==> config.mk <==
export PLATFORM = sky130hd
export DESIGN_NAME = grid_count_box_query
export DESIGN_NICKNAME = d
export VERILOG_FILES = /design/src/hw/rtl/gcbq_pkg.sv /design/src/hw/rtl/gcbq_front.sv /design/src/hw/rtl/gcbq_fifo.sv /design/src/hw/rtl/gcbq_back.sv /design/src/hw/rtl/grid_count_box_query.sv
export SDC_FILE = /design/constraint.sdc
export NUM_CORES = 2
export LEC_CHECK = 0
export BUFFER_PORTS_ARGS = -buffer_cell sky130_fd_sc_hd__buf_2
export CELL_PAD_IN_SITES_DETAIL_PLACEMENT = 1
export CELL_PAD_IN_SITES_GLOBAL_PLACEMENT = 1
export CORE_UTILIZATION = 35
export DETAILED_ROUTE_END_ITERATION = 8
export GPL_TIMING_DRIVEN = 0
export PLACE_DENSITY_LB_ADDON = 0.25
export SKIP_CTS_REPAIR_TIMING = 1
export SLEW_MARGIN = 25
export SYNTH_ARGS = -nofsm -noshare
export SYNTH_HDL_FRONTEND = slang
export SYNTH_SLANG_ARGS = --single-unit
==> constraint.sdc <==
create_clock -name clk -period 7.9 [get_ports clk]
set_input_delay 0.395 -clock clk [delete_from_list [all_inputs] [get_ports clk]]
set_output_delay 0.395 -clock clk [all_outputs]
set_load 0.005 [all_outputs]
==> src/hw/rtl/gcbq_pkg.sv <==
// Shared types and constants for the grid count box query block.
package gcbq_pkg;

  localparam int FIELD_W     = 3;
  localparam int HIT_COUNT_W = 16;
  localparam int IN_TDATA_W  = 24;
  localparam int OUT_TDATA_W = 24;
  localparam int QUEUE_DEPTH = 4;

  localparam logic OP_INC   = 1'b0;
  localparam logic OP_QUERY = 1'b1;

  // Classified command passed from the front end to the back end.
  // Query bounds are already clamped to the grid.
  typedef struct packed {
    logic               op;
    logic               empty;
    logic [FIELD_W-1:0] row;
    logic [FIELD_W-1:0] col;
    logic [FIELD_W-1:0] col_lo;
    logic [FIELD_W-1:0] row_lo;
    logic [FIELD_W-1:0] col_hi;
    logic [FIELD_W-1:0] row_hi;
  } cmd_t;

endpackage

==> src/hw/rtl/gcbq_front.sv <==
// Front end: accepts input beats, clamps query boxes and drops off-grid increments.
module gcbq_front #(
  parameter int GRID_SIDE = 8
) (
  input  logic                             clk,
  input  logic                             rst_n,
  input  logic                             in_tvalid,
  output logic                             in_tready,
  input  logic [gcbq_pkg::IN_TDATA_W-1:0]  in_tdata,
  input  logic                             in_tuser,
  output logic                             q_push,
  output gcbq_pkg::cmd_t                   q_cmd,
  input  logic                             q_ready
);

  localparam int FW = gcbq_pkg::FIELD_W;
  localparam logic [FW-1:0] MAX_IDX = FW'(GRID_SIDE - 1);

  gcbq_pkg::cmd_t cmd_r, cmd_nxt, dec;
  logic           cmd_v_r, cmd_v_nxt;
  logic           accept, drop;

  function automatic logic [FW-1:0] clamp(input logic [FW-1:0] v);
    clamp = (v > MAX_IDX) ? MAX_IDX : v;
  endfunction

  always_comb begin
    dec.op     = in_tuser;
    dec.row    = in_tdata[FW-1:0];
    dec.col    = in_tdata[2*FW-1:FW];
    dec.col_lo = clamp(in_tdata[3*FW-1:2*FW]);
    dec.row_lo = clamp(in_tdata[4*FW-1:3*FW]);
    dec.col_hi = clamp(in_tdata[5*FW-1:4*FW]);
    dec.row_hi = clamp(in_tdata[6*FW-1:5*FW]);
    dec.empty  = (dec.row_lo > dec.row_hi) || (dec.col_lo > dec.col_hi);
    drop       = (in_tuser == gcbq_pkg::OP_INC) &&
                 ((dec.row > MAX_IDX) || (dec.col > MAX_IDX));
  end

  assign in_tready = !cmd_v_r || q_ready;
  assign accept    = in_tvalid && in_tready;
  assign q_push    = cmd_v_r;
  assign q_cmd     = cmd_r;

  always_comb begin
    cmd_v_nxt = cmd_v_r;
    cmd_nxt   = cmd_r;
    if (cmd_v_r && q_ready) begin
      cmd_v_nxt = 1'b0;
    end
    if (accept && !drop) begin
      cmd_v_nxt = 1'b1;
      cmd_nxt   = dec;
    end
  end

  always_ff @(posedge clk) begin
    if (!rst_n) begin
      cmd_v_r <= 1'b0;
    end else begin
      cmd_v_r <= cmd_v_nxt;
    end
  end

  always_ff @(posedge clk) begin
    cmd_r <= cmd_nxt;
  end

endmodule

==> src/hw/rtl/gcbq_fifo.sv <==
// Short command queue between the front end and the back end.
module gcbq_fifo (
  input  logic           clk,
  input  logic           rst_n,
  input  logic           push,
  input  gcbq_pkg::cmd_t push_cmd,
  output logic           ready,
  output logic           head_valid,
  output gcbq_pkg::cmd_t head_cmd,
  input  logic           pop
);

  localparam int DEPTH = gcbq_pkg::QUEUE_DEPTH;
  localparam int PTR_W = $clog2(DEPTH);
  localparam int CNT_W = PTR_W + 1;
  localparam logic [CNT_W-1:0] FULL_CNT = CNT_W'(DEPTH);

  gcbq_pkg::cmd_t   ent_r [DEPTH];
  logic [PTR_W-1:0] wr_ptr_r, wr_ptr_nxt, rd_ptr_r, rd_ptr_nxt;
  logic [CNT_W-1:0] cnt_r, cnt_nxt;
  logic             do_push, do_pop;

  assign ready      = (cnt_r != FULL_CNT);
  assign head_valid = (cnt_r != '0);
  assign head_cmd   = ent_r[rd_ptr_r];
  assign do_push    = push && ready;
  assign do_pop     = pop && head_valid;

  always_comb begin
    wr_ptr_nxt = do_push ? wr_ptr_r + 1'b1 : wr_ptr_r;
    rd_ptr_nxt = do_pop ? rd_ptr_r + 1'b1 : rd_ptr_r;
    cnt_nxt    = cnt_r;
    if (do_push && !do_pop) begin
      cnt_nxt = cnt_r + 1'b1;
    end else if (do_pop && !do_push) begin
      cnt_nxt = cnt_r - 1'b1;
    end
  end

  always_ff @(posedge clk) begin
    if (!rst_n) begin
      wr_ptr_r <= '0;
      rd_ptr_r <= '0;
      cnt_r    <= '0;
    end else begin
      wr_ptr_r <= wr_ptr_nxt;
      rd_ptr_r <= rd_ptr_nxt;
      cnt_r    <= cnt_nxt;
    end
  end

  always_ff @(posedge clk) begin
    if (do_push) begin
      ent_r[wr_ptr_r] <= push_cmd;
    end
  end

endmodule

==> src/hw/rtl/gcbq_back.sv <==
// Back end: count memory, increment read-modify-write and box walk with output register.
module gcbq_back #(
  parameter int GRID_SIDE   = 8,
  parameter int COUNT_WIDTH = 16
) (
  input  logic                             clk,
  input  logic                             rst_n,
  input  logic                             q_valid,
  input  gcbq_pkg::cmd_t                   q_cmd,
  output logic                             q_pop,
  output logic                             out_tvalid,
  input  logic                             out_tready,
  output logic [gcbq_pkg::OUT_TDATA_W-1:0] out_tdata,
  output logic                             out_tuser,
  output logic                             out_tlast
);

  localparam int FW     = gcbq_pkg::FIELD_W;
  localparam int HCW    = gcbq_pkg::HIT_COUNT_W;
  localparam int CELLS  = GRID_SIDE * GRID_SIDE;
  localparam int ADDR_W = $clog2(CELLS);
  localparam int PAD_W  = gcbq_pkg::OUT_TDATA_W - 2 * FW - HCW;

  localparam logic [1:0] ST_IDLE  = 2'd0;
  localparam logic [1:0] ST_INC   = 2'd1;
  localparam logic [1:0] ST_WALK  = 2'd2;
  localparam logic [1:0] ST_FLUSH = 2'd3;

  logic [COUNT_WIDTH-1:0] mem [CELLS];
  logic [CELLS-1:0]       vld_r;

  logic [1:0]             st_r, st_nxt;
  logic                   rd_en, wr_en;
  logic [ADDR_W-1:0]      rd_addr;
  logic [ADDR_W-1:0]      inc_addr_r, inc_addr_nxt;
  logic [COUNT_WIDTH-1:0] wr_data;
  logic [COUNT_WIDTH-1:0] rd_data_r;
  logic                   rd_vld_r;
  logic [COUNT_WIDTH-1:0] cell_cnt;
  logic                   cell_nz;

  logic [FW-1:0]          cur_row_r, cur_row_nxt, cur_col_r, cur_col_nxt;
  logic [FW-1:0]          col_lo_r, col_lo_nxt, col_hi_r, col_hi_nxt, row_hi_r, row_hi_nxt;
  logic                   iss_r, iss_nxt;

  logic                   s1_v_r, s1_v_nxt, s1_last_r, s1_last_nxt;
  logic [FW-1:0]          s1_row_r, s1_row_nxt, s1_col_r, s1_col_nxt;

  logic                   pend_v_r, pend_v_nxt;
  logic [FW-1:0]          pend_row_r, pend_row_nxt, pend_col_r, pend_col_nxt;
  logic [COUNT_WIDTH-1:0] pend_cnt_r, pend_cnt_nxt;

  logic                   out_v_r, out_v_nxt, out_found_r, out_found_nxt;
  logic                   out_last_r, out_last_nxt;
  logic [FW-1:0]          out_row_r, out_row_nxt, out_col_r, out_col_nxt;
  logic [HCW-1:0]         out_cnt_r, out_cnt_nxt;

  logic                   out_free, adv;

  function automatic logic [ADDR_W-1:0] cell_addr(input logic [FW-1:0] r,
                                                  input logic [FW-1:0] c);
    cell_addr = ADDR_W'(r) * ADDR_W'(GRID_SIDE) + ADDR_W'(c);
  endfunction

  assign cell_cnt = rd_vld_r ? rd_data_r : '0;
  assign cell_nz  = (cell_cnt != '0);
  assign out_free = !out_v_r || out_tready;
  assign adv      = !(s1_v_r && cell_nz && pend_v_r) || out_free;

  assign out_tvalid = out_v_r;
  assign out_tuser  = out_found_r;
  assign out_tlast  = out_last_r;
  assign out_tdata  = {{PAD_W{1'b0}}, out_cnt_r, out_col_r, out_row_r};

  always_comb begin
    st_nxt        = st_r;
    q_pop         = 1'b0;
    rd_en         = 1'b0;
    rd_addr       = cell_addr(cur_row_r, cur_col_r);
    wr_en         = 1'b0;
    wr_data       = (cell_cnt == '1) ? cell_cnt : cell_cnt + 1'b1;
    inc_addr_nxt  = inc_addr_r;
    cur_row_nxt   = cur_row_r;
    cur_col_nxt   = cur_col_r;
    col_lo_nxt    = col_lo_r;
    col_hi_nxt    = col_hi_r;
    row_hi_nxt    = row_hi_r;
    iss_nxt       = iss_r;
    s1_v_nxt      = s1_v_r;
    s1_last_nxt   = s1_last_r;
    s1_row_nxt    = s1_row_r;
    s1_col_nxt    = s1_col_r;
    pend_v_nxt    = pend_v_r;
    pend_row_nxt  = pend_row_r;
    pend_col_nxt  = pend_col_r;
    pend_cnt_nxt  = pend_cnt_r;
    out_v_nxt     = out_v_r;
    out_found_nxt = out_found_r;
    out_last_nxt  = out_last_r;
    out_row_nxt   = out_row_r;
    out_col_nxt   = out_col_r;
    out_cnt_nxt   = out_cnt_r;

    if (out_v_r && out_tready) begin
      out_v_nxt = 1'b0;
    end

    case (st_r)
      ST_IDLE: begin
        if (q_valid) begin
          q_pop = 1'b1;
          if (q_cmd.op == gcbq_pkg::OP_INC) begin
            rd_en        = 1'b1;
            rd_addr      = cell_addr(q_cmd.row, q_cmd.col);
            inc_addr_nxt = cell_addr(q_cmd.row, q_cmd.col);
            st_nxt       = ST_INC;
          end else begin
            pend_v_nxt  = 1'b0;
            s1_v_nxt    = 1'b0;
            cur_row_nxt = q_cmd.row_lo;
            cur_col_nxt = q_cmd.col_lo;
            col_lo_nxt  = q_cmd.col_lo;
            col_hi_nxt  = q_cmd.col_hi;
            row_hi_nxt  = q_cmd.row_hi;
            iss_nxt     = 1'b1;
            st_nxt      = q_cmd.empty ? ST_FLUSH : ST_WALK;
          end
        end
      end
      ST_INC: begin
        wr_en  = 1'b1;
        st_nxt = ST_IDLE;
      end
      ST_WALK: begin
        if (adv) begin
          if (s1_v_r) begin
            if (cell_nz) begin
              if (pend_v_r) begin
                out_v_nxt     = 1'b1;
                out_found_nxt = 1'b1;
                out_last_nxt  = 1'b0;
                out_row_nxt   = pend_row_r;
                out_col_nxt   = pend_col_r;
                out_cnt_nxt   = HCW'(pend_cnt_r);
              end
              pend_v_nxt   = 1'b1;
              pend_row_nxt = s1_row_r;
              pend_col_nxt = s1_col_r;
              pend_cnt_nxt = cell_cnt;
            end
            if (s1_last_r) begin
              st_nxt = ST_FLUSH;
            end
          end
          if (iss_r) begin
            rd_en       = 1'b1;
            s1_v_nxt    = 1'b1;
            s1_row_nxt  = cur_row_r;
            s1_col_nxt  = cur_col_r;
            s1_last_nxt = (cur_row_r == row_hi_r) && (cur_col_r == col_hi_r);
            if (cur_col_r == col_hi_r) begin
              cur_col_nxt = col_lo_r;
              if (cur_row_r == row_hi_r) begin
                iss_nxt = 1'b0;
              end else begin
                cur_row_nxt = cur_row_r + 1'b1;
              end
            end else begin
              cur_col_nxt = cur_col_r + 1'b1;
            end
          end else begin
            s1_v_nxt = 1'b0;
          end
        end
      end
      ST_FLUSH: begin
        if (out_free) begin
          out_v_nxt     = 1'b1;
          out_last_nxt  = 1'b1;
          out_found_nxt = pend_v_r;
          out_row_nxt   = pend_v_r ? pend_row_r : '0;
          out_col_nxt   = pend_v_r ? pend_col_r : '0;
          out_cnt_nxt   = pend_v_r ? HCW'(pend_cnt_r) : '0;
          pend_v_nxt    = 1'b0;
          st_nxt        = ST_IDLE;
        end
      end
      default: begin
        st_nxt = ST_IDLE;
      end
    endcase
  end

  always_ff @(posedge clk) begin
    if (!rst_n) begin
      st_r     <= ST_IDLE;
      vld_r    <= '0;
      iss_r    <= 1'b0;
      s1_v_r   <= 1'b0;
      pend_v_r <= 1'b0;
      out_v_r  <= 1'b0;
    end else begin
      st_r     <= st_nxt;
      iss_r    <= iss_nxt;
      s1_v_r   <= s1_v_nxt;
      pend_v_r <= pend_v_nxt;
      out_v_r  <= out_v_nxt;
      if (wr_en) begin
        vld_r[inc_addr_r] <= 1'b1;
      end
    end
  end

  always_ff @(posedge clk) begin
    inc_addr_r  <= inc_addr_nxt;
    cur_row_r   <= cur_row_nxt;
    cur_col_r   <= cur_col_nxt;
    col_lo_r    <= col_lo_nxt;
    col_hi_r    <= col_hi_nxt;
    row_hi_r    <= row_hi_nxt;
    s1_last_r   <= s1_last_nxt;
    s1_row_r    <= s1_row_nxt;
    s1_col_r    <= s1_col_nxt;
    pend_row_r  <= pend_row_nxt;
    pend_col_r  <= pend_col_nxt;
    pend_cnt_r  <= pend_cnt_nxt;
    out_found_r <= out_found_nxt;
    out_last_r  <= out_last_nxt;
    out_row_r   <= out_row_nxt;
    out_col_r   <= out_col_nxt;
    out_cnt_r   <= out_cnt_nxt;
  end

  always_ff @(posedge clk) begin
    if (rd_en) begin
      rd_data_r <= mem[rd_addr];
      rd_vld_r  <= vld_r[rd_addr];
    end
  end

  always_ff @(posedge clk) begin
    if (wr_en) begin
      mem[inc_addr_r] <= wr_data;
    end
  end

endmodule

==> src/hw/rtl/grid_count_box_query.sv <==
// Top level of the grid count box query block.
// Holds a GRID_SIDE x GRID_SIDE grid of saturating counters, all zero after
// reset (per-cell valid flops, so no clearing pass). in_tuser 0 increments
// the cell at (row, col); off-grid increments are dropped. in_tuser 1
// queries a box: it is walked row-major and one beat goes out per nonzero
// cell, the final one with out_tlast; an empty or hit-free box gives one beat
// with out_tuser clear. Input beats land in a 4-entry command queue. The back
// end reads the count memory once per cycle while it walks a box, holding
// while a found cell waits on out_tready; an increment reads the cell and then
// writes it back. An empty box skips the walk.
module grid_count_box_query #(
  parameter int GRID_SIDE   = 8,
  parameter int COUNT_WIDTH = 16
) (
  input  logic                             clk,
  input  logic                             rst_n,
  input  logic                             in_tvalid,
  output logic                             in_tready,
  // row, col, box_col_low, box_row_low, box_col_high, box_row_high, zero pad
  input  logic [gcbq_pkg::IN_TDATA_W-1:0]  in_tdata,
  // operation
  input  logic                             in_tuser,
  output logic                             out_tvalid,
  input  logic                             out_tready,
  // hit_row, hit_col, hit_count, zero pad
  output logic [gcbq_pkg::OUT_TDATA_W-1:0] out_tdata,
  // found
  output logic                             out_tuser,
  output logic                             out_tlast
);

  logic           f_push, f_ready, q_valid, q_pop;
  gcbq_pkg::cmd_t f_cmd, q_cmd;

  gcbq_front #(
    .GRID_SIDE (GRID_SIDE)
  ) u_front (
    .clk       (clk),
    .rst_n     (rst_n),
    .in_tvalid (in_tvalid),
    .in_tready (in_tready),
    .in_tdata  (in_tdata),
    .in_tuser  (in_tuser),
    .q_push    (f_push),
    .q_cmd     (f_cmd),
    .q_ready   (f_ready)
  );

  gcbq_fifo u_fifo (
    .clk        (clk),
    .rst_n      (rst_n),
    .push       (f_push),
    .push_cmd   (f_cmd),
    .ready      (f_ready),
    .head_valid (q_valid),
    .head_cmd   (q_cmd),
    .pop        (q_pop)
  );

  gcbq_back #(
    .GRID_SIDE   (GRID_SIDE),
    .COUNT_WIDTH (COUNT_WIDTH)
  ) u_back (
    .clk        (clk),
    .rst_n      (rst_n),
    .q_valid    (q_valid),
    .q_cmd      (q_cmd),
    .q_pop      (q_pop),
    .out_tvalid (out_tvalid),
    .out_tready (out_tready),
    .out_tdata  (out_tdata),
    .out_tuser  (out_tuser),
    .out_tlast  (out_tlast)
  );

endmodule

# ---- After elaboration in Yosys (flattened, before gate mapping)
# Memory sizes are Yosys's and may differ from the RTL's. A register that Yosys moved wholly into a read port is not among the register bits.
# Index checks and enable logic that the tools add are counted.
# W data, S select, Z words.
dict set report op_classes {
  add_sub_neg 9
  n_lt_le_gt_ge 11
  n_eq_ne 18
  n_mux 108
  bitwise_logic 3
  n_reduce_logical 41
}
# operator count
set ops {}
lappend ops {{$mux W16} 8}
lappend ops {{$mux W3} 29}
lappend ops {{$or A64 B64 Y64} 1}
lappend ops {{$mux W1} 45}
lappend ops {{$pmux W16 S2} 1}
lappend ops {{$pmux W3 S2} 4}
lappend ops {{$gt A3 B3 Y1 const B} 6}
lappend ops {{$mux W6} 3}
lappend ops {{$ne A2 B1 Y1 const B} 9}
lappend ops {{$add A16 B1 Y16 const B} 1}
lappend ops {{$eq A16 B16 Y1 const B} 1}
lappend ops {{$mux W2} 8}
lappend ops {{$reduce_bool A16 Y1} 1}
lappend ops {{$lt A6 B7 Y1 const B} 2}
lappend ops {{$reduce_and A7 Y1} 2}
lappend ops {{$add A6 B3 Y6} 2}
lappend ops {{$logic_and A1 B1 Y1} 12}
lappend ops {{$pmux W1 S2} 6}
lappend ops {{$reduce_and A5 Y1} 2}
lappend ops {{$add A3 B1 Y3 const B} 3}
lappend ops {{$reduce_and A3 Y1} 3}
lappend ops {{$pmux W2 S4} 1}
lappend ops {{$reduce_and A4 Y1} 2}
lappend ops {{$reduce_bool A2 Y1} 4}
lappend ops {{18 further kinds} 34}
dict set report word_totals {
  regBits 173
  ramBits 1104
  in_bits 29
  output_inout_bits 28
  word_cells 228
  memories 2
}
# memory depth word_bits rd rd_ports_with_merged_regs write_ports line
set memory_table {}
lappend memory_table {u_back.mem 64 16 1 1 1 gcbq_back.sv:29} ;# logic [COUNT_WIDTH-1:0] mem [CELLS];
lappend memory_table {u_fifo.ent_r 4 20 1 1 1 gcbq_fifo.sv:18} ;# gcbq_pkg::cmd_t ent_r [DEPTH];

# ---- Depth between registers and ports, before layout
dict set report depth {
  word_depth 8
  mapped_depth 12
  depth_no_buf 10
}

# ---- By module
# A second synthesis with hierarchy kept.
dict set report hier_totals {
  cells_unflattened 3464
  area_unflattened_um2 50698.6
}
# mod instances cells_each area_per_inst_um2 seq_area_each_um2
set by_module_without_submodules {}
lappend by_module_without_submodules {gcbq_back 1 3254 46450.8 34883.5}
lappend by_module_without_submodules {gcbq_fifo 1 152 3399.5 2582.5}
lappend by_module_without_submodules {gcbq_front 1 58 848.3 620.6}

# ---- Least setup slack after synthesis
# No wires, ideal clock.
dict set report synth_timing {
  kind {reg-to-reg}
  startpoint {reg u_back.rd_vld_r}
  endpoint {mem u_back.mem[0][15], data pin}
  setup_ns 0.724
  arrival_ns 4.793
  t_required_ns 7.176
  path_slack_ns 2.383
  path_stages_with_launch 12
  n_path_buf 2
  period_less_slack_ns 5.517
  path_cell_list {edfxtp_1 > clkbuf_1 > clkbuf_1 > nand2_1 > inv_1 > ha_1 > and3_1 > nand3_1 > and4_1 > nand3_1 > or3_1 > a21boi_0}
}
dict set report synth_between {
  elab_chain_cells 3
  word_cells_on_any_way 4
  classes_between {add/sub: 1; eq/ne: 1; mux: 2}
}
# item line
set synth_lines {}
lappend synth_lines {{from (decl)} gcbq_back.sv:38} ;# logic rd_vld_r;
lappend synth_lines {{from (signal assigned)} gcbq_back.sv:237} ;# rd_vld_r <= vld_r[rd_addr];
lappend synth_lines {{$mux W16 *} gcbq_back.sv:65} ;# assign cell_cnt = rd_vld_r ? rd_data_r : '0;
lappend synth_lines {{net u_back.cell_cnt[1]} gcbq_back.sv:39} ;# logic [COUNT_WIDTH-1:0] cell_cnt;
lappend synth_lines {{$add A16 B1 Y16 or $eq A16 B16 Y1 (tied branches)} gcbq_back.sv:81} ;# wr_data = (cell_cnt == '1) ? cell_cnt : cell_cnt + 1'b1;
lappend synth_lines {{$mux W16 *} gcbq_back.sv:81}
lappend synth_lines {{net u_back.wr_data[15]} gcbq_back.sv:36} ;# logic [COUNT_WIDTH-1:0] wr_data;
lappend synth_lines {{to (decl)} gcbq_back.sv:29}
# Mark *: on every way through the listed nets, which the timed path passes. The rest lies on a longest branch.

==> metrics <==
CTS tree done; global-route usage over all layers 0.222; top fanout value on the critical path 10; drt wl/cell 27.3 um; Ant. Diodes 0; Internal 15000 uW; Final nets 4033; PortBufs 41; top cells by area, synth edfxtp_1 72%, nand2_1 6.9%, dfxtp_1 3.1%; worst rel slew slack 0.256; Core Region 144000 um2; RSZ-0062 raised after global routing false; number of synthesized flops with an enable pin 1215; WS Path Type flip-flop to flip-flop; Top Layer Used met4; library cells used by synthesis 59; top-area cell type share of the netlist area 0.718; Comb power frac 0.406; num rows 139; FMAX 192 MHz; Slew @ Worst Pin 1.11 ns; DR vias/cell 5.39; Worst-path clk slew 0.06 ns; Post-synth ARST share 0; syn avg cell area 13.8 um2; gr ovfl total 0; LEAKAGE 0.0202 uW; DP Worst Slack 2.65 ns; Skew-Pair Late Insertion Delay 0.79 ns; synth cell count leaders 1215 x edfxtp_1, 938 x nand2_1, 290 x nand3_1, 150 x a31oi_1, 138 x clkbuf_1; Synth area leader edfxtp_1; first-pass GRT wire length 234000 um; status finished with violations; fraction of layout cells with a size suffix above 1 0.137; switching fraction of total power 0.417; post-synthesis cell area 50800 um2; Hold Crit Depth 3; clk sink count 1295; routability cong. 0.855; area grow syn2layout 17.9%; max-cap violation count 0; DR WL met2 76000 um; vias in the first global route 32831; ys flop type edfxtp_1; Worst Clk Skew 0.0217 ns; endpoint class of the critical path flip-flop; Yosys warning total 0; Initial DRC Count 3158; Slew Viols, Final 0; Clk pwr share 0.248; Longest Clk Path Bufs 3; die area 147000 um2; die span in x 383 um; most common cell in the netlist edfxtp_1; sequential share of the synthesized area 0.749; final worst slack 2.69 ns; CTS buffer count 143; Final Instance Area 60000 um2; pin count of the biggest net entering global routing 41; Tmin final 5.21 ns; WL met3 10700 um; I/O pins 57; crit share post-route 0.659; DRT Pass-1 Iters 7; Net Switching 10700 uW; Placed Area 55400 um2; Critical Path AT 5.71 ns; Filler Cell Count 14685; Synth Instances 3675; critical path startpoint category flip-flop; residual DRC count 6; total power 25800 uW; Antenna Nets Post-Route 0; Worst VDD drop 0.249 mV; M1 wire length 72000 um; Seq pwr share 0.346; violated checks DRC; via count 32375; clk root buf clkbuf_16; CTS H-tree depth 4; Starting Density 0.354; initial antenna violation count 7; Detailed Place HPWL 116000 um; FF+latch count, synth 1295; drt total wl 164000 um; Die Y-Extent 383 um; setup violators final 0; cell area power density 430 nW/um2; WP data required 8.40 ns; final hold viol count 0; Reg2Reg Depth 10; Hold WC Path Type primary input to flip-flop
==> power by group through the flow <==
stage | Combinational [uW] | Clock, uW | Sequential, uW
5_1_grt | 11100 | 6730 | 8950
4_1_cts | 10400 | 6480 | 8920
6_report | 10500 | 6380 | 8920
2_1_floorplan | 5140 | 0 | 9090
3_5_place_dp | 10400 | 0 | 9060
3_3_place_gp | 9530 | 0 | 9370
==> final cells by class <==
| cell class | instances | area (um2) | area share |
|---|---|---|---|
| sequential | 1295 | 38100 | 0.635 |
| multi-input combinational | 2117 | 12100 | 0.201 |
| clock buffer | 199 | 3940 | 0.0657 |
| tap | 1903 | 2380 | 0.0397 |
| timing repair buffer | 167 | 1870 | 0.0312 |
| buffer | 239 | 1070 | 0.0178 |
| clock inverter | 60 | 449 | 0.00749 |
| inverter | 25 | 98.8 | 0.00165 |
==> logic make-up (layout without fill, tap and decap cells) <==
logic type | count (synthesis) | in the layout | synth area share
simple gates | 1572 | 1572 | 0.137
mux | 65 | 65 | 0.0182
flops | 1295 | 1295 | 0.749
buf+inv | 264 | 690 | 0.0228
fa+ha+maj | 16 | 16 | 0.00408
xor+xnor | 26 | 26 | 0.00448
compound gates | 436 | 436 | 0.0639
other cells | 1 | 2 | 0.0000738
==> metrics by stage <==
stage / hold slack (ns) / util / TNS (ns) / cells
after floorplan: 0.400 / - / 0 / 3676
after global placement: 0.400 / 0.372 / -612.36 / 5620
after detailed placement: 0.406 / 0.385 / 0 / 5726
after CTS: -0.279 / 0.416 / 0 / 5985
after global routing: 0.0623 / 0.417 / 0 / 6005
final: 0.0436 / 0.417 / 0 / 6005
==> worst paths after layout <==
check | start | endpoint | slack (ns)
min | out_tready | u_back.out_tvalid | 0.04
min reg2reg | u_back.s1_col_r[2] | u_back.pend_col_r[2] | 0.42
max | flip-flop | u_back.rd_data_r[10] | 2.69
max reg2reg | flip-flop | u_back.rd_data_r[10] | 2.69
==> critical path: stages (launching register included) <==
cell and delay (ns):
dfxtp_1 0.35, clkbuf_1 0.54, mux4_2 0.48, nand4b_1 0.17, nand2_1 0.56, clkbuf_1 0.85, clkbuf_1 0.53, nand3_1 0.13
a32oi_1 0.60, and4_1 0.55, nand4_1 0.13
==> registers in the layout, summed over array words and instances (netlist names), 3 cells and up, named ones only <==
signal	count
u_back.out_row_r	3
u_fifo.cnt_r	3
u_back.vld_r	64
u_back.out_cnt_r	16
u_back.row_hi_r	3
u_back.cur_row_r	3
u_back.s1_row_r	3
u_back.pend_col_r	3
u_back.inc_addr_r	6
u_back.col_hi_r	3
u_back.out_col_r	3
u_back.s1_col_r	3
u_back.cur_col_r	3
u_back.pend_row_r	3
u_back.rd_data_r	16
u_back.mem	1024
u_back.col_lo_r	3
u_fifo.ent_r	80
u_front.q_cmd	20
u_back.pend_cnt_r	16
==> cell usage in the layout (no fill, tap or decap), types with 38 or more instances in the layout <==
cell type	Yosys	final
edfxtp_1	1215	1215
a31oi_1	150	149
clkbuf_1	138	179
a32oi_1	98	98
buf_6	5	75
nand4_1	39	39
nand3_1	290	290
nor2_2	7	46
mux2i_1	39	38
o21a_1	68	68
and3_1	105	104
clkbuf_16	0	146
nand2_1	938	938
a211oi_1	65	65
dfxtp_1	80	80
and2_1	47	42
buf_2	72	113
==> routing by layer <==
metal,up-vias,track usage
met2,987,0.351
met4,0,0.0771
met3,243,0.0473
met5,-,0
met1,16756,0.303
li1,14389,-
No activity file was read; power rests on OpenSTA's default activity.
